$ cat src/hdl/rgbhist_pkg.sv
// shared constants, codes and types for the rgb cube histogram
package rgbhist_pkg;

    // default build sizes
    localparam int MAX_AXIS_BINS = 16;
    localparam int COUNT_BITS    = 32;

    // field widths
    localparam int FUNC_W      = 2;
    localparam int COLOR_W     = 8;
    localparam int CFG_W       = 5;
    localparam int CFG_IDX_W   = 2;
    localparam int INDEX_OUT_W = 12;
    localparam int COUNT_OUT_W = 32;
    localparam int FRAC_BITS   = 16;
    localparam int PROB_W      = FRAC_BITS + 1;

    // probability of exactly one in q1.16
    localparam logic [PROB_W-1:0] PROB_ONE = PROB_W'(1) << FRAC_BITS;

    // bins per axis after reset
    localparam logic [CFG_W-1:0] BIN_RESET = CFG_W'(8);

    // item function codes
    localparam logic [FUNC_W-1:0] FUNC_ACCUM = 2'd0;
    localparam logic [FUNC_W-1:0] FUNC_RAW   = 2'd1;
    localparam logic [FUNC_W-1:0] FUNC_PROB  = 2'd2;
    localparam logic [FUNC_W-1:0] FUNC_NONE  = 2'd3;

    // configuration register indexes
    localparam logic [CFG_IDX_W-1:0] CFG_RED   = 2'd0;
    localparam logic [CFG_IDX_W-1:0] CFG_GREEN = 2'd1;
    localparam logic [CFG_IDX_W-1:0] CFG_BLUE  = 2'd2;

    // raw bin settings as written
    typedef struct packed {
        logic [CFG_W-1:0] red_split;
        logic [CFG_W-1:0] green_split;
        logic [CFG_W-1:0] blue_split;
    } bins_cfg_t;

    // sequencer states
    typedef enum logic [2:0] {
        ST_CLEAR,
        ST_IDLE,
        ST_INDEX,
        ST_DATA,
        ST_DIV,
        ST_RESULT
    } state_t;

endpackage

$ cat src/hdl/rgbhist_div.sv
// bit-serial divider for count / total as a q1.16 fraction, saturating at one
module rgbhist_div #(
    parameter int WIDTH = rgbhist_pkg::COUNT_BITS
) (
    input  logic                            clk,
    input  logic                            rst_n,
    input  logic                            start,
    input  logic [WIDTH-1:0]                num,
    input  logic [WIDTH-1:0]                den,
    output logic                            done,
    output logic [rgbhist_pkg::PROB_W-1:0]  quo
);

    localparam int CNT_W = $clog2(rgbhist_pkg::FRAC_BITS + 1);

    logic                                 busy_reg;
    logic                                 done_reg;
    logic [CNT_W-1:0]                     cnt_reg;
    logic [WIDTH-1:0]                     rem_reg;
    logic [rgbhist_pkg::FRAC_BITS-1:0]    q_reg;
    logic                                 full_reg;

    logic [WIDTH:0]   shifted;
    logic [WIDTH:0]   diff;
    logic             fits;
    logic [WIDTH-1:0] rem_next;
    logic             at_least_one;

    // one quotient bit per cycle, remainder stays below the divisor
    assign shifted      = {rem_reg, 1'b0};
    assign diff         = shifted - {1'b0, den};
    assign fits         = shifted >= {1'b0, den};
    assign rem_next     = fits ? diff[WIDTH-1:0] : shifted[WIDTH-1:0];
    assign at_least_one = num >= den;

    // control
    always_ff @(posedge clk or negedge rst_n)
    begin
        if (!rst_n)
        begin
            busy_reg <= 1'b0;
            done_reg <= 1'b0;
            cnt_reg  <= '0;
        end
        else
        begin
            done_reg <= 1'b0;
            if (start)
            begin
                busy_reg <= !at_least_one;
                done_reg <= at_least_one;
                cnt_reg  <= CNT_W'(rgbhist_pkg::FRAC_BITS);
            end
            else if (busy_reg)
            begin
                cnt_reg <= cnt_reg - CNT_W'(1);
                if (cnt_reg == CNT_W'(1))
                begin
                    busy_reg <= 1'b0;
                    done_reg <= 1'b1;
                end
            end
        end
    end

    // datapath
    always_ff @(posedge clk)
    begin
        if (start)
        begin
            rem_reg  <= num;
            q_reg    <= '0;
            full_reg <= at_least_one;
        end
        else if (busy_reg)
        begin
            rem_reg <= rem_next;
            q_reg   <= {q_reg[rgbhist_pkg::FRAC_BITS-2:0], fits};
        end
    end

    assign done = done_reg;
    assign quo  = full_reg ? rgbhist_pkg::PROB_ONE : {1'b0, q_reg};

endmodule

$ cat config.mk
export PLATFORM = sky130hd
export DESIGN_NAME = rgbhist_div
export DESIGN_NICKNAME = d
export VERILOG_FILES = /design/src/hdl/rgbhist_pkg.sv /design/src/hdl/rgbhist_div.sv
export SDC_FILE = /design/constraint.sdc
export NUM_CORES = 1
export LEC_CHECK = 0
export ABC_CLOCK_PERIOD_IN_PS = 4300
export BUFFER_PORTS_ARGS = -buffer_cell sky130_fd_sc_hd__buf_2
export CORE_UTILIZATION = 45
export DETAILED_ROUTE_END_ITERATION = 12
export PLACE_DENSITY = 0.77
export SLEW_MARGIN = 20
export SYNTH_ARGS = -nofsm -noshare
export SYNTH_HDL_FRONTEND = slang
export SYNTH_SLANG_ARGS = --single-unit
$ cat constraint.sdc
create_clock -name clk -period 4.3 [get_ports clk]
set_input_delay 0.86 -clock clk [delete_from_list [all_inputs] [get_ports clk]]
set_output_delay 0.86 -clock clk [all_outputs]
set_load 0.005 [all_outputs]
## Word level (Yosys, flattened, before mapping)

Index checks and enable logic that the tools add are counted.

- Bits in registers: 56
- Logic and storage cells: 25
- Output and inout bits: 18
- Input port bits: 67

- Add/subtract/negate cells: 2
- Eq/ne operators: 1
- Order comparisons: 2
- Mux-type cells: 12
- Reductions and logical operators: 2

Operators by type and width:

| operator | number |
|---|---|
| 32-bit 2-to-1 mux | 3 |
| 33-bit by 32-bit greater-or-equal comparator with 1-bit output | 1 |
| 32-bit greater-or-equal comparator | 1 |
| 32-bit subtractor | 1 |
| 17-bit 2-to-1 mux | 1 |
| 5-bit 2-to-1 mux | 2 |
| 1-bit 2-to-1 mux | 6 |
| 5-bit by 1-bit equality test with 1-bit output (second input constant) | 1 |
| 5-bit by 1-bit subtractor with 5-bit output (second input constant) | 1 |
| 2-bit nonzero test | 1 |
| 1-bit logical NOT | 1 |

## Logic depth before layout (Yosys ltp)

- Depth after elaboration: 4
- Mapped depth: 13

## Worst setup path after synthesis

No wires, ideal clock.

- Kind: in2reg
- From: in den[6]
- To: reg rem_reg[10] (data pin)
- Arrival: 3017 ps
- Cell stages on the path: 12
- Slack: 1013 ps
- Path buffers: 2
- Data required time: 4030 ps
- Path through: inv_1 -> ha_1 -> and2_1 -> and3_4 -> o311a_4 -> a21oi_4 -> nor4_2 -> or3_1 -> buf_6 -> buf_6 -> mux2i_1 -> a21oi_1

- Word-level cells in the longest chain between the ends: 4
- Elaborated cells on any way between the ends: 5

Ends and longest elaborated chain:

| item | line | source |
|---|---|---|
| start, declared | rgbhist_div.sv:9 | `input logic [WIDTH-1:0] den,` |
| 32-bit subtractor or 33-bit by 32-bit greater-or-equal comparator with 1-bit output (tied branches) | rgbhist_div.sv:31, rgbhist_div.sv:32 |  |
| 32-bit 2-to-1 mux * | rgbhist_div.sv:33 | `assign rem_next = fits ? diff[WIDTH-1:0] : shifted[WIDTH-1:0];` |
| 32-bit 2-to-1 mux * | rgbhist_div.sv:75 | `else if (busy_reg)` |
| 32-bit 2-to-1 mux * | rgbhist_div.sv:69 | `if (start)` |
| end signal, assigned | rgbhist_div.sv:71 | `rem_reg <= num;` |
| end signal, assigned | rgbhist_div.sv:77 | `rem_reg <= rem_next;` |
| end, declared | rgbhist_div.sv:19 | `logic [WIDTH-1:0] rem_reg;` |

Every way passes the cells marked *; elsewhere a longest branch is shown, timed or not. The select of a mux whose other input is x is not followed.
A chain may end at the register's enable or synchronous reset.

## Final worst setup path

- From: in den[6]
- To: reg rem_reg[1] (data pin)

- Word-level cells in the longest chain between the ends: 4

Ends and longest elaborated chain:

| item | line | source |
|---|---|---|
| 33-bit by 32-bit greater-or-equal comparator with 1-bit output | rgbhist_div.sv:32 | `assign fits = shifted >= {1'b0, den};` |
| 32-bit 2-to-1 mux | rgbhist_div.sv:33 |  |
| 32-bit 2-to-1 mux | rgbhist_div.sv:75 |  |
| 32-bit 2-to-1 mux | rgbhist_div.sv:69 |  |

Every way passes these cells. The select of a mux whose other input is x is not followed.

==> flow_metrics.env <==
export IMPL_cts_buffers=5
export IMPL_drv_cap=0
export IMPL_period_minus_slack_ns=3.50
export IMPL_dp_slack_ns=0.543
export IMPL_finalInstanceArea_um2=5980
export IMPL_ys_seq_area_share_pct=27.9
export IMPL_place_inst=822
export IMPL_setup_ws_ns=0.798
export IMPL_fin_util_pct=52.1
export IMPL_antennaDiodeCount=0
export IMPL_tns_ns=0
export IMPL_dpl_cell_area_um2=5830
export IMPL_clock_sinks=56
export IMPL_fin_cells=830
export IMPL_grt_pass1_wl_um=22100
export IMPL_fillers=1074
export IMPL_grt_usage_pct=21.5
export IMPL_synth_nets=749
export IMPL_slew_viol_final=0
export IMPL_r2r_cells=10
export IMPL_max_vdd_ir_drop_v=0.000267
export IMPL_cts_resized=0
export IMPL_fp_coreArea_um2=11500
export IMPL_overflow=0
export IMPL_antenna_found_initial=1
export IMPL_clk_pin_slew_ns=0.08
export IMPL_vias_per_cell=5.83
export IMPL_drc=0
export IMPL_multi_input_area_um2=3530
export IMPL_power_leakage_nw=2.87
export IMPL_yosys_cell_types_count=66
export IMPL_dp_hpwl_um=10100
export IMPL_fp_dieW_um=111
export IMPL_startpoint_type="input pin"
export IMPL_ys_ff_latch=56
export IMPL_fmax_ghz=0.286
export IMPL_setup_viol=0
export IMPL_status="completed"
export IMPL_fin_crit_sh_pct=81.4
export IMPL_synth_cells=615
export IMPL_hold_viol_final=0
export IMPL_grt_pass1_vias=4837
export IMPL_vias=4837
export IMPL_drt_wl_total_um=13000
export IMPL_synth_ff_type="edfxtp_1"
export IMPL_hold_path_class="in2async"
export IMPL_synthArstFlopShare_pct=12.5
export IMPL_critical_path_class="in2reg"
export IMPL_crit_required_ns=4.35
export IMPL_tightest_slew_ns=1.00
export IMPL_regToRegSetupSlack_ns=1.05
export IMPL_cts_root_buf="clkbuf_16"
export IMPL_die_y_um=111
export IMPL_postCtsSetupRepairBufs=0
export IMPL_pin_count=85
export IMPL_rows=39
export IMPL_avgSynthCellArea_um2=8.65
export IMPL_rsz0062_at_grt="no"
export IMPL_area_growth_pct=12.4
export IMPL_clock_skew_ns=0.00813
export IMPL_drt_pass1_iter_count=5
export IMPL_cts_tree="built"
export IMPL_fp_dieArea_um2=12300
export IMPL_gp_congestion=0.913
export IMPL_drt_iter0_drc=258
export IMPL_wl_per_cell_um=15.7
export IMPL_worstPathMaxFanout=9
export IMPL_cp_arrival_ns=3.55
export IMPL_largest_reg_flops=32
export IMPL_worst_slew_margin_rel_pct=33.0
export IMPL_htreeDepth=2
export IMPL_grt_start_max_net_pins=52
export IMPL_synth_edf_count=33
export IMPL_cts_hold_fix_buffers=0
export IMPL_yosysWarnings=0
export IMPL_syn_cell_area_um2=5320
export IMPL_clk_latency_ns=0.30
export IMPL_ff_latch_area_um2=1490
export IMPL_power_per_cell_area_nw_per_um2=473
export IMPL_cts_buffer_depth=2
export IMPL_port_buffer_count=84
export IMPL_start_util_pct=46.4
export IMPL_antenna_left=0
export IMPL_endpoint_kind="flip-flop"
export IMPL_drive_above_1_share_pct=16.3
export IMPL_layout_nets=820
==> layer usage <==
metal | up-vias | wire, um | GRT usage, %
li1 | 2401 | - | -
met1 | 2264 | 5880 | 28.3
met2 | 158 | 6170 | 36.8
met3 | 12 | 753 | 3.44
met4 | 2 | 207 | 5.16
met5 | - | 10 | 0
==> final timing paths <==
| kind | startpoint | endpoint |
|---|---|---|
| hold reg to reg | q_reg[15]$_SDFFE_PP0P_ | q_reg[15]$_SDFFE_PP0P_ |
| setup reg to reg | rem_reg[17]$_DFFE_PP_ | rem_reg[18]$_DFFE_PP_ |
| setup / recovery | den[6] | rem_reg[1]$_DFFE_PP_ |
| min in group clk | q_reg[15]$_SDFFE_PP0P_ | q_reg[15]$_SDFFE_PP0P_ |
| hold / removal | rst_n | done$_DFF_PN0_ |
| max in group asynchronous | rst_n | busy_reg$_DFF_PN0_ |
==> cells in the final DEF (no fill, tap or decap), types with 15 or more instances in the layout <==
| cell | instances |
|---|---|
| dfxtp_1 | 16 |
| buf_2 | 84 |
| inv_1 | 45 |
| nand2_1 | 29 |
| nor2b_1 | 24 |
| a21oi_1 | 43 |
| xnor2_1 | 15 |
| edfxtp_1 | 33 |
| nor3_1 | 15 |
| ha_1 | 66 |
| nor2_1 | 63 |
| o21ai_0 | 26 |
| mux2i_1 | 31 |
| a21o_1 | 27 |
==> through the flow <==
step	hold slack (ns)	power [W]
2_1_floorplan	0.452	0.00204
3_3_place_gp	0.468	0.00233
3_5_place_dp	0.488	0.00237
4_1_cts	0.377	0.00281
5_1_grt	0.385	0.00305
6_report	0.379	0.00283
==> report_power, final <==
group	switching (W)	internal (W)
combinational	0.000889	0.000677
sequential	0.0000933	0.000731
clock	0.000213	0.000222
total	0.00120	0.00163
==> cell usage after synthesis, types with 7 or more instances <==
cell type  count  area [um2]
a211oi_1      10        75.1
a31oi_1       13        81.3
a21o_1        27         203
clkbuf_1      16        60.1
mux2i_1       31         310
xor2_1         7        61.3
dfxtp_1       16         320
nor3_1        15        75.1
nand4_1       12        75.1
nand3_1       12        60.1
nor2_1        63         236
a21oi_1       43         215
ha_1          66         826
nor2b_1       24         150
inv_1         45         169
dfrtp_1        7         175
edfxtp_1      33         991
xnor2_1       15         131
nand2_1       29         109
o21ai_0       26         130
==> area by class of cell <==
| type | count | area share, % |
|---|---|---|
| Clock buffer | 5 | 2.09 |
| Clock inverter | 3 | 0.398 |
| Inverter | 46 | 2.89 |
| Multi-Input combinational cell | 488 | 59.1 |
| Sequential cell | 56 | 24.9 |
| Tap cell | 143 | 2.99 |
| Timing Repair Buffer | 89 | 7.66 |
==> worst max-delay path, cell delays in order <==
cell,delay [ns]
buf_2,0.07
inv_1,0.05
ha_1,0.37
and2_1,0.20
and3_4,0.19
o311a_4,0.37
a21oi_4,0.21
nor4_2,0.08
nor3_2,0.55
buf_4,0.26
mux2i_1,0.07
mux2_2,0.25
==> logic make-up (layout without fill, tap and decap cells) <==
| family | after synthesis | in the layout | synth area share [%] |
|---|---|---|---|
| adder cells (fa/ha/maj) | 67 | 67 | 15.9 |
| multiplexers | 34 | 34 | 6.47 |
| AO/OA/AOI/OAI | 165 | 165 | 20.8 |
| XOR/XNOR | 22 | 22 | 3.62 |
| flip-flops | 56 | 56 | 27.9 |
| buffers and inverters | 71 | 143 | 5.64 |
| AND/OR/NAND/NOR | 200 | 200 | 19.7 |
Power figures use the tool's default switching activity.
