==> config.mk <==
export PLATFORM = sky130hd
export DESIGN_NAME = rgbhist_index
export DESIGN_NICKNAME = d
export VERILOG_FILES = /design/src/hdl/rgbhist_pkg.sv /design/src/hdl/rgbhist_index.sv
export SDC_FILE = /design/constraint.sdc
export NUM_CORES = 1
export LEC_CHECK = 0
export BUFFER_PORTS_ARGS = -buffer_cell sky130_fd_sc_hd__buf_2
export CAP_MARGIN = 15
export CORE_MARGIN = 2
export CORE_UTILIZATION = 52
export DETAILED_ROUTE_END_ITERATION = 10
export PLACE_DENSITY = 0.67
export SETUP_SLACK_MARGIN = 0.15
export SLEW_MARGIN = 10
export SYNTH_ARGS = -nofsm -noshare
export SYNTH_HDL_FRONTEND = slang
export SYNTH_SLANG_ARGS = --single-unit
==> constraint.sdc <==
create_clock -name clk -period 6 [get_ports clk]
set_input_delay 0.6 -clock clk [delete_from_list [all_inputs] [get_ports clk]]
set_output_delay 0.6 -clock clk [all_outputs]
set_load 0.02 [all_outputs]
==> src/hdl/rgbhist_pkg.sv <==
// shared constants, codes and types for the rgb cube histogram
package rgbhist_pkg;

    // default build sizes
    localparam int MAX_AXIS_BINS = 16;
    localparam int COUNT_BITS    = 32;

    // field widths
    localparam int FUNC_W      = 2;
    localparam int COLOR_W     = 8;
    localparam int CFG_W       = 5;
    localparam int CFG_IDX_W   = 2;
    localparam int INDEX_OUT_W = 12;
    localparam int COUNT_OUT_W = 32;
    localparam int FRAC_BITS   = 16;
    localparam int PROB_W      = FRAC_BITS + 1;

    // probability of exactly one in q1.16
    localparam logic [PROB_W-1:0] PROB_ONE = PROB_W'(1) << FRAC_BITS;

    // bins per axis after reset
    localparam logic [CFG_W-1:0] BIN_RESET = CFG_W'(8);

    // item function codes
    localparam logic [FUNC_W-1:0] FUNC_ACCUM = 2'd0;
    localparam logic [FUNC_W-1:0] FUNC_RAW   = 2'd1;
    localparam logic [FUNC_W-1:0] FUNC_PROB  = 2'd2;
    localparam logic [FUNC_W-1:0] FUNC_NONE  = 2'd3;

    // configuration register indexes
    localparam logic [CFG_IDX_W-1:0] CFG_RED   = 2'd0;
    localparam logic [CFG_IDX_W-1:0] CFG_GREEN = 2'd1;
    localparam logic [CFG_IDX_W-1:0] CFG_BLUE  = 2'd2;

    // raw bin settings as written
    typedef struct packed {
        logic [CFG_W-1:0] red_split;
        logic [CFG_W-1:0] green_split;
        logic [CFG_W-1:0] blue_split;
    } bins_cfg_t;

    // sequencer states
    typedef enum logic [2:0] {
        ST_CLEAR,
        ST_IDLE,
        ST_INDEX,
        ST_DATA,
        ST_DIV,
        ST_RESULT
    } state_t;

endpackage

==> src/hdl/rgbhist_index.sv <==
// three-stage pipeline from pixel components to the flat red-major bin index
module rgbhist_index #(
    parameter int MAX_AXIS_BINS = rgbhist_pkg::MAX_AXIS_BINS,
    localparam int DEPTH = MAX_AXIS_BINS ** 3,
    localparam int IDX_W = (DEPTH > 1) ? $clog2(DEPTH) : 1
) (
    input  logic                             clk,
    input  logic                             rst_n,
    input  logic                             start,
    input  logic [rgbhist_pkg::COLOR_W-1:0]  red,
    input  logic [rgbhist_pkg::COLOR_W-1:0]  green,
    input  logic [rgbhist_pkg::COLOR_W-1:0]  blue,
    input  rgbhist_pkg::bins_cfg_t           bins_cfg,
    output logic                             done,
    output logic [IDX_W-1:0]                 idx
);

    localparam int BIN_W  = $clog2(MAX_AXIS_BINS + 1);
    localparam int PROD_W = rgbhist_pkg::COLOR_W + BIN_W;
    localparam int SQ     = MAX_AXIS_BINS * MAX_AXIS_BINS;
    localparam int ROW_W  = (SQ > 1) ? $clog2(SQ) : 1;
    localparam int RF_W   = 2 * BIN_W;
    localparam int IF_W   = ROW_W + BIN_W;

    // zero acts as one bin, anything past the maximum as the maximum
    function automatic logic [BIN_W-1:0] clamp_bins(input logic [rgbhist_pkg::CFG_W-1:0] v);
        logic [BIN_W-1:0] r;
        if (v == '0)
        begin
            r = BIN_W'(1);
        end
        else if (32'(v) > MAX_AXIS_BINS)
        begin
            r = BIN_W'(MAX_AXIS_BINS);
        end
        else
        begin
            r = BIN_W'(v);
        end
        return r;
    endfunction

    logic [BIN_W-1:0]  rb;
    logic [BIN_W-1:0]  gb;
    logic [BIN_W-1:0]  bb;
    logic [PROD_W-1:0] prod_r;
    logic [PROD_W-1:0] prod_g;
    logic [PROD_W-1:0] prod_b;
    logic [RF_W-1:0]   row_full;
    logic [IF_W-1:0]   idx_full;

    logic              v1_reg;
    logic              v2_reg;
    logic              v3_reg;
    logic [BIN_W-1:0]  rbin_reg;
    logic [BIN_W-1:0]  gbin_reg;
    logic [BIN_W-1:0]  bbin_reg;
    logic [ROW_W-1:0]  row_reg;
    logic [BIN_W-1:0]  bbin2_reg;
    logic [IDX_W-1:0]  idx_reg;

    assign rb = clamp_bins(bins_cfg.red_split);
    assign gb = clamp_bins(bins_cfg.green_split);
    assign bb = clamp_bins(bins_cfg.blue_split);

    // stage 1: per-axis bin, floor(value * bins / 256)
    assign prod_r = PROD_W'(red) * PROD_W'(rb);
    assign prod_g = PROD_W'(green) * PROD_W'(gb);
    assign prod_b = PROD_W'(blue) * PROD_W'(bb);

    // stage 2: red-major row
    assign row_full = RF_W'(rbin_reg) * RF_W'(gb) + RF_W'(gbin_reg);

    // stage 3: full index
    assign idx_full = IF_W'(row_reg) * IF_W'(bb) + IF_W'(bbin2_reg);

    // stage valids
    always_ff @(posedge clk or negedge rst_n)
    begin
        if (!rst_n)
        begin
            v1_reg <= 1'b0;
            v2_reg <= 1'b0;
            v3_reg <= 1'b0;
        end
        else
        begin
            v1_reg <= start;
            v2_reg <= v1_reg;
            v3_reg <= v2_reg;
        end
    end

    // stage data
    always_ff @(posedge clk)
    begin
        rbin_reg  <= prod_r[rgbhist_pkg::COLOR_W +: BIN_W];
        gbin_reg  <= prod_g[rgbhist_pkg::COLOR_W +: BIN_W];
        bbin_reg  <= prod_b[rgbhist_pkg::COLOR_W +: BIN_W];
        row_reg   <= row_full[ROW_W-1:0];
        bbin2_reg <= bbin_reg;
        idx_reg   <= idx_full[IDX_W-1:0];
    end

    assign done = v3_reg;
    assign idx  = idx_reg;

endmodule

# After elaboration in Yosys (flattened, before gate mapping)
# Index checks and enable logic that the tools add are counted.
# word_totals
out_inout_bits	13
wordCells	28
register_bits	43
in_bits	42
# classes
mux	6
n_reduce_logical	3
add_sub_neg	2
n_lt_le_gt_ge	3
mul	5
# ops
cell	n
multiplier 8 x 5 -> 13 bit	3
two-way mux 5 bit	6
greater-than comparator 5 bit, second input constant	3
zero test 5 bit	3
adder 12 x 5 -> 12 bit	1
multiplier 8 x 5 -> 12 bit	1
adder 8 x 5 -> 8 bit	1
multiplier 5 x 5 -> 8 bit	1

# Longest topological paths before layout
# Gate-level depths: netlist of run 1.
# depth
word_depth	5
mapped_depth	18
depth_no_buf	17

# Worst setup path after synthesis of run 1
# No wires, ideal clock.
# synth_path
path_type	input-to-reg
startpoint	in bins_cfg[4] in the netlist's numbering
endpoint	reg bbin_reg[3]
setup_ns	0.072
arrival_ns	4.273
t_required_ns	5.928
stages	16
path_buffers	2
setup_slack_ns	1.655
cell_sequence	clkbuf_1 -> nor2b_1 -> clkbuf_1 -> and2_1 -> fa_1 -> fa_1 -> inv_1 -> fa_1 -> inv_1 -> ha_1 -> a211oi_1 -> nor2_1 -> o21ai_0 -> nand3b_1 -> o31ai_1 -> xnor2_1
# synth_between
elab_chain_cells	4
elab_cells_between_ends	5
cone_classes	mul: 1; order compare: 1; mux: 2; reduce/logical: 1
# synth_lines
item	line_no	source
start: declaration	rgbhist_index.sv:13	input rgbhist_pkg::bins_cfg_t bins_cfg,
greater-than comparator 5 bit	rgbhist_index.sv:32	else if (32'(v) > MAX_AXIS_BINS)
two-way mux 5 bit	rgbhist_index.sv:32	
two-way mux 5 bit (*)	rgbhist_index.sv:28	if (v == '0)
multiplier 8 x 5 -> 13 bit (*)	rgbhist_index.sv:69	assign prod_b = PROD_W'(blue) * PROD_W'(bb);
net prod_b[11]	rgbhist_index.sv:48	logic [PROD_W-1:0] prod_b;
end signal: assignment	rgbhist_index.sv:99	bbin_reg <= prod_b[rgbhist_pkg::COLOR_W +: BIN_W];
end: declaration	rgbhist_index.sv:57	logic [BIN_W-1:0] bbin_reg;
# The timed path passes the listed nets; every way through them passes the cells marked *.

# Worst setup path after layout of run 1
# Ends and elaborated chain as after synthesis.

==> results of run 1 <==
-- area by class of cell --
class                           count  area, sq um
Multi-Input combinational cell    498         4760
Fill cell                        1035         4730
Sequential cell                    43          876
Inverter                          120          450
Timing Repair Buffer               55          278
Tap cell                          143          179
Clock buffer                        6          129
Clock inverter                      2         60.1
-- per-stage QoR --
stage	instances	hold WS [ps]	area [sq um]	utilization [%]	power [uW]
finish	867	100	6740	58.7	1770
global route	867	89.4	6740	58.7	1970
CTS	867	90.1	6740	58.7	1800
detailed placement	859	317	6550	57.1	1430
global placement	859	316	6550	57.1	1400
floorplan	673	304	6130	-	1190
-- layout by cell type, fill, tap and decap left out, types with 2 or more instances in the layout --
cell type | netlist | routed
fa_1 | 86 | 86
nand2_1 | 68 | 68
nor2b_1 | 10 | 10
inv_1 | 120 | 120
nor3_1 | 6 | 6
bufinv_16 | 0 | 2
dfxtp_1 | 40 | 40
clkbuf_16 | 0 | 5
nand4_1 | 4 | 4
a211oi_1 | 2 | 2
xnor2_1 | 23 | 23
ha_1 | 93 | 93
o21a_1 | 5 | 5
a21oi_1 | 18 | 18
buf_2 | 0 | 54
nand2b_1 | 3 | 3
nand3b_1 | 3 | 3
o21bai_1 | 3 | 3
and4_1 | 2 | 2
a21o_1 | 7 | 7
a31oi_1 | 2 | 2
xor2_1 | 7 | 7
and2_1 | 110 | 110
nor2_1 | 19 | 19
o21ai_0 | 12 | 12
dfrtp_1 | 3 | 3
-- metal layers --
layer  global-route usage [%]  wire length [microns]  vias to the layer above  part of all wire, %
li1                         -                      -                     2195                    -
met1                     24.3                   4970                     2179                   45
met2                     34.6                   5670                       70                   51
met3                     2.54                    310                       13                  2.8
met4                     5.20                    145                        0                  1.3
met5                        0                      0                        -                    0
-- synthesized netlist by cell type --
library cell  count
a2111oi_2         1
nor3_1            6
nor2b_1          10
nand2_1          68
nor2_1           19
xnor2_1          23
o21a_1            5
o2111ai_1         1
inv_1           120
and4b_1           1
a211oi_1          2
and2_1          110
dfxtp_1          40
nand4_1           4
nand2b_1          3
ha_1             93
dfrtp_1           3
a31oi_2           1
a21oi_1          18
and4_1            2
a2bb2oi_1         1
o311a_1           1
fa_1             86
o211ai_1          1
o31ai_1           1
a31oi_1           2
clkbuf_1         12
a21oi_2           1
a21o_1            7
a221o_1           1
nand3b_1          3
nor4b_1           1
xor2_1            7
o41ai_1           1
o21bai_1          3
and3_1            1
o21ai_0          12
or3_1             1
o21ai_1           1
-- report_power, final --
part           switching [uW]  total [uW]  internal, uW
registers                59.3         451           392
logic                     543         967           424
clock network             110         348           239
-- worst reg2reg max path, delay by kind of cell, from the launching register on --
kind,cells,cell delay (ps)
AOI/OAI and AO/OA,4,710
xor gates and xnor gates,1,120
adders and majority gates,4,1940
buffers and inverters,1,50
DFF,1,390
and+or+nand+nor,2,220
-- cell families after synthesis --
family          after synthesis  share of synthesized area, %
simple gates                229                          19.9
fa+ha+maj                   179                          47.0
buf+inv                     132                          8.08
compound gates               60                          6.40
flops                        43                          14.3
xor+xnor                     30                          4.28
-- worst paths after layout --
check / to / slack, ps / depth (start not counted)
max in group asynchronous: v2_reg / 5800 / 1
min in group clk: bbin2_reg[1] / 330 / 0
worst min-delay path: v1_reg / 100 / 1
worst max-delay path: bbin_reg[3] / 1260 / 15
worst max register to register: idx[10] / 2510 / 12
worst min register to register: bbin2_reg[1] / 330 / 0
==> run summary, run 1 <==
Hpwl dp: 9370 microns
Gp weighted congestion: 0.831
Register area share after synthesis: 14.3%
Worst path arrival time: 4960 ps
Clock buffer count from CTS: 5
Rows: 39
GRT Resource Usage Total: 19.2%
Largest cells by area after synthesis: fa_1 (28%), ha_1 (19%), dfxtp_1 (13%)
Pwr Density: 262 nW/um^2
Wirelength per Cell: 12.8 microns
Final slew viol count: 0
Pre-CTS setup slack: 970 ps
Syn avg cell area: 9.12 sq um
Global-route wire length before repair: 20400 microns
Synthesized area: 6130 sq um
Htree depth: 2
# diodes: 0
1st-iter DRT viols: 160
Buf/Inv on CP: 3
Crit-path max FO: 20
Synth area leader: fa_1
CP top delay family: adder cells
Leakage dissipation: 0.00356 uW
Pre-antenna DRT Iters: 5
Port bufs: 54
Post-synthesis cell type count: 39
Kind of critical path: in2reg
Share of layout cells above drive strength 1: 8.98%
TritonCTS clock tree: yes
Drt total wl: 11100 microns
Clk sinks: 43
Height of the die: 113 microns
Die span in x: 113 microns
Hold bufs inserted after CTS: 0
Die area: 12700 sq um
Worst-path clk slew: 60 ps
Max-slew headroom: 36.6%
Setup TNS: 0 ps
Period minus WS final: 4740 ps
Worst setup slack after layout: 1260 ps
Critical-path cell list: buf_2, nor2b_1, and2_1, fa_1, fa_1, inv_1, fa_1, inv_1, ha_1, a211oi_1, nor2_1, o21ai_0, nand3b_1, o31ai_1, xnor2_1
Final Net Count: 944
Data required, critical path: 6210 ps
Slowest-stage cell, CP: nor2b_1
Worst setup path startpoint: bins_cfg[4]
Synthesized netlist cell count: 673
CP Launch Type: primary input
Drt drc: 0
Number of synthesized register bits: 43
VDD IR-drop max: 246 uV
Setup violations, final: 0
Post-Syn Nets: 894
Cts repair resizes: 0
Vias per cell: 5.14
Clock buffer depth: 2
Setup crit end kind: flip-flop
Number of global-route vias before repair: 4740
Skew-Pair Late Insertion Delay: 290 ps
Max reg flops: 12
Fin. Hold Viols: 0
Worst reg2reg startpoint: row_reg[0]
Core Area: 11500 sq um
Via count: 4457
Initial antenna violation count: 0
CP most frequent cell: fa_1
Routed Antenna Nets: 0
Worst stage delay on the critical path: 760 ps
Unrepaired setup endpoints after global routing: no
GR Overflow Total: 0
FMAX: 0.211 GHz
HP Class: in2async
Area Growth Syn to Fin: 9.79%
Top-Level Pins: 55
Top cell type's share of synthesized area: 28.1%
Clk Tree Root Cell: clkbuf_16
Initial core utilization: 53.5%
Max-Cap Viols: 0
Number of post-CTS setup repair buffers: 0
Actual slew at the worst max-slew pin: 948 ps
Tcrit/Tclk final: 79.1%
Clock Skew: 5.62 ps
Status: finished, final reports clean
Ys Warns: 0
Largest net degree at the start of global routing: 21
(Power assumes the default switching activity.)
==> run 2: changes to the inputs <==
--- a/config.mk
+++ b/config.mk
@@ -10,7 +10,7 @@
 export CORE_MARGIN = 2
 export CORE_UTILIZATION = 52
 export DETAILED_ROUTE_END_ITERATION = 10
-export PLACE_DENSITY = 0.67
+export PLACE_DENSITY = 0.7
 export SETUP_SLACK_MARGIN = 0.15
 export SLEW_MARGIN = 10
 export SYNTH_ARGS = -nofsm -noshare
==> constraint.sdc (replaced) <==
create_clock -name clk -period 4.3 [get_ports clk]
set_input_delay 0.43 -clock clk [delete_from_list [all_inputs] [get_ports clk]]
set_output_delay 0.43 -clock clk [all_outputs]
set_load 0.02 [all_outputs]
==> run 2 against run 1 <==
Final area is 1.7% higher. Sequential cell count is the same. Die area unchanged. Non-clock buffer count up 17. Setup slack worse by 850 ps. Via count up 1.7%. Clock skew up 0.89 ps. Critical path depth did not move. Clock power is 8.9% higher. Critical path type unchanged. Critical endpoint is now rbin_reg[4]. Largest cell class unchanged. Largest power group unchanged.
==> run summary, run 2 (synthesis gave the netlist of run 1 again) <==
Routed Antenna Nets: 0 (unchanged)
CP top delay family: adder cells
Final Net Count: 961 (+1.8%)
Setup crit end kind: flip-flop
FMAX: 0.257 GHz
Final slew viol count: 0 (unchanged)
Leakage dissipation: 0.00363 uW (+2.0%)
Hpwl dp: 9590 microns (+2.4%)
Worst stage delay on the critical path: 540 ps (-220 ps)
Buf/Inv on CP: 4 (+1)
Pre-antenna DRT Iters: 5 (unchanged)
Critical-path cell list: buf_2, buf_4, and2_1, fa_1, fa_1, inv_1, fa_1, inv_1, ha_1, a2111oi_2, o21ai_1, a31oi_2, a21oi_2, nor4b_1, nor3_1
Slowest-stage cell, CP: fa_1
Fin. Hold Viols: 0 (unchanged)
Number of post-CTS setup repair buffers: 0 (unchanged)
Initial core utilization: 53.5% (unchanged)
Via count: 4531 (+1.7%)
TritonCTS clock tree: yes
VDD IR-drop max: 382 uV (+55%)
Unrepaired setup endpoints after global routing: yes
GR Overflow Total: 0 (unchanged)
Sw Ratio: 42.4% (+2.1 points)
1st-iter DRT viols: 126 (-21%)
Pre-CTS setup slack: -68.3 ps (-1040 ps)
Data required, critical path: 4470 ps (-1740 ps)
Worst-path clk slew: 60 ps (about the same)
Clock buffer depth: 2 (unchanged)
Commonest non-fill, non-tap cell in the layout: inv_1
Internal power: 1370 uW (+30%)
Area Growth Syn to Fin: 11.6%
Placement-stage cell area: 6670 sq um (+1.9%)
Largest net degree at the start of global routing: 15 (-29%)
Global-route wire length before repair: 20500 microns (+0.34%)
Port bufs: 54 (unchanged)
Share of layout cells above drive strength 1: 11.7% (+2.8 points)
Max-slew headroom: 66.9% (+30 points)
Pwr Density: 347 nW/um^2 (+32%)
Clk Tree Root Cell: clkbuf_16
Setup violations, final: 0 (unchanged)
Status: finished, final reports clean
Worst setup slack after layout: 402 ps (-855 ps)
Sw power: 1010 uW (+42%)
Max-Cap Viols: 0 (unchanged)
Vias per cell: 5.13 (-0.29%)
CP Launch Type: primary input
Initial antenna violation count: 0 (unchanged)
Wirelength per Cell: 12.7 microns (-0.91%)
Clock Power Share: 15.9% (-3.8 points)
Gate power share: 57.7% (+3.0 points)
Final Cell Area: 6850 sq um (+1.7%)
Clk sinks: 43 (unchanged)
Post-layout util: 59.7% (+0.99 points)
Number of global-route vias before repair: 4764 (+0.51%)
GRT Resource Usage Total: 19.2% (about the same)
Commonest cells after routing, fill and taps aside: inv_1 (120), and2_1 (110), ha_1 (93)
Worst path arrival time: 4070 ps (-890 ps)
Height of the die: 113 microns (unchanged)
Die span in x: 113 microns (unchanged)
HP Class: in2reg
Die area: 12700 sq um (unchanged)
Period minus WS final: 3900 ps
Skew-Pair Late Insertion Delay: 290 ps (about the same)
Reg power frac: 26.4% (+0.8 points)
# diodes: 0 (unchanged)
Rows: 39 (unchanged)
Top-Level Pins: 55 (unchanged)
Max reg flops: 12 (unchanged)
Actual slew at the worst max-slew pin: 496 ps (-453 ps)
CP most frequent cell: fa_1
Drt total wl: 11200 microns (+1.0%)
Core Area: 11500 sq um (unchanged)
Clock Skew: 6.50 ps (+0.888 ps)
Crit-path max FO: 11 (-45%)
Tcrit/Tclk final: 90.7%
Kind of critical path: in2reg
Gp weighted congestion: 0.885 (+6.5%)
Htree depth: 2 (unchanged)
Drt drc: 0 (unchanged)
Clock buffer count from CTS: 5 (unchanged)
## run 2: cell types whose count changed in the layout (fill, tap and decap cells not counted), sizes merged
cell / change
buf: +16
clkinvlp: +2
dlygate4sd3: +1
clkinv: +1
bufinv: -2
clkbuf: -1
## run 2: cell type report
| type | count | area [sq um] |
|---|---|---|
| Multi-Input combinational cell | 498 | 4790 |
| Inverter | 120 | 450 |
| Timing Repair Buffer | 72 | 408 |
| Clock inverter | 3 | 20.0 |
| Fill cell | 1024 | 4620 |
| Tap cell | 143 | 179 |
| Sequential cell | 43 | 876 |
| Clock buffer | 5 | 125 |
## run 2: repair_timing
| action | in CTS | in global routing |
|---|---|---|
| hold endpoints to repair | 3 | 0 |
| gates resized for setup | 0 | 7 |
| hold buffers | 1 | 0 |
| setup endpoints to repair | 0 | 7 |
## run 2: through the flow
step	TNS, ps	power, uW	std cells	hold slack, ps
detailed placement	-68.3	2010	875	226
global route	0	2650	884	268
CTS	0	2410	884	268
finish	0	2380	884	280
global placement	0	1960	875	224
floorplan	0	1670	673	134
## run 2: per-layer routing
layer | vias up | wire length (microns) | global-route usage, % | part of all wire, %
li1 | 2228 | - | - | -
met1 | 2228 | 5060 | 24.8 | 45
met2 | 63 | 5740 | 35.2 | 51
met3 | 12 | 315 | 2.54 | 2.8
met4 | 0 | 99 | 2.93 | 0.88
met5 | - | 0 | 0 | 0
## run 2: power by group through the flow
stage	combinational [uW]	clock, uW	sequential, uW
5_1_grt	1600	405	644
2_1_floorplan	989	0	678
3_5_place_dp	1380	0	634
4_1_cts	1390	387	627
3_3_place_gp	1320	0	637
6_report	1370	379	627
## run 2: worst register-to-register path, cell delays in order, from the launching register on
cell	delay, ps
dfxtp_1	400
nand2_1	100
fa_1	510
fa_1	510
fa_1	550
inv_1	50
ha_1	330
a21o_1	170
a21oi_1	230
a2bb2oi_1	230
a21oi_1	90
nor2_1	110
xnor2_1	120
## run 2: worst paths after layout
check	slack [ps]	start	cells past startpoint	endpoint
worst max-delay path	400	bins_cfg[14]	15	rbin_reg[4]
worst min-delay path	280	start	1	v1_reg
worst max register to register	840	row_reg[0]	12	idx[10]
worst min register to register	330	bbin_reg[1]	0	bbin2_reg[1]
max in group asynchronous	3730	rst_n	2	v1_reg
min in group asynchronous	460	rst_n	2	done
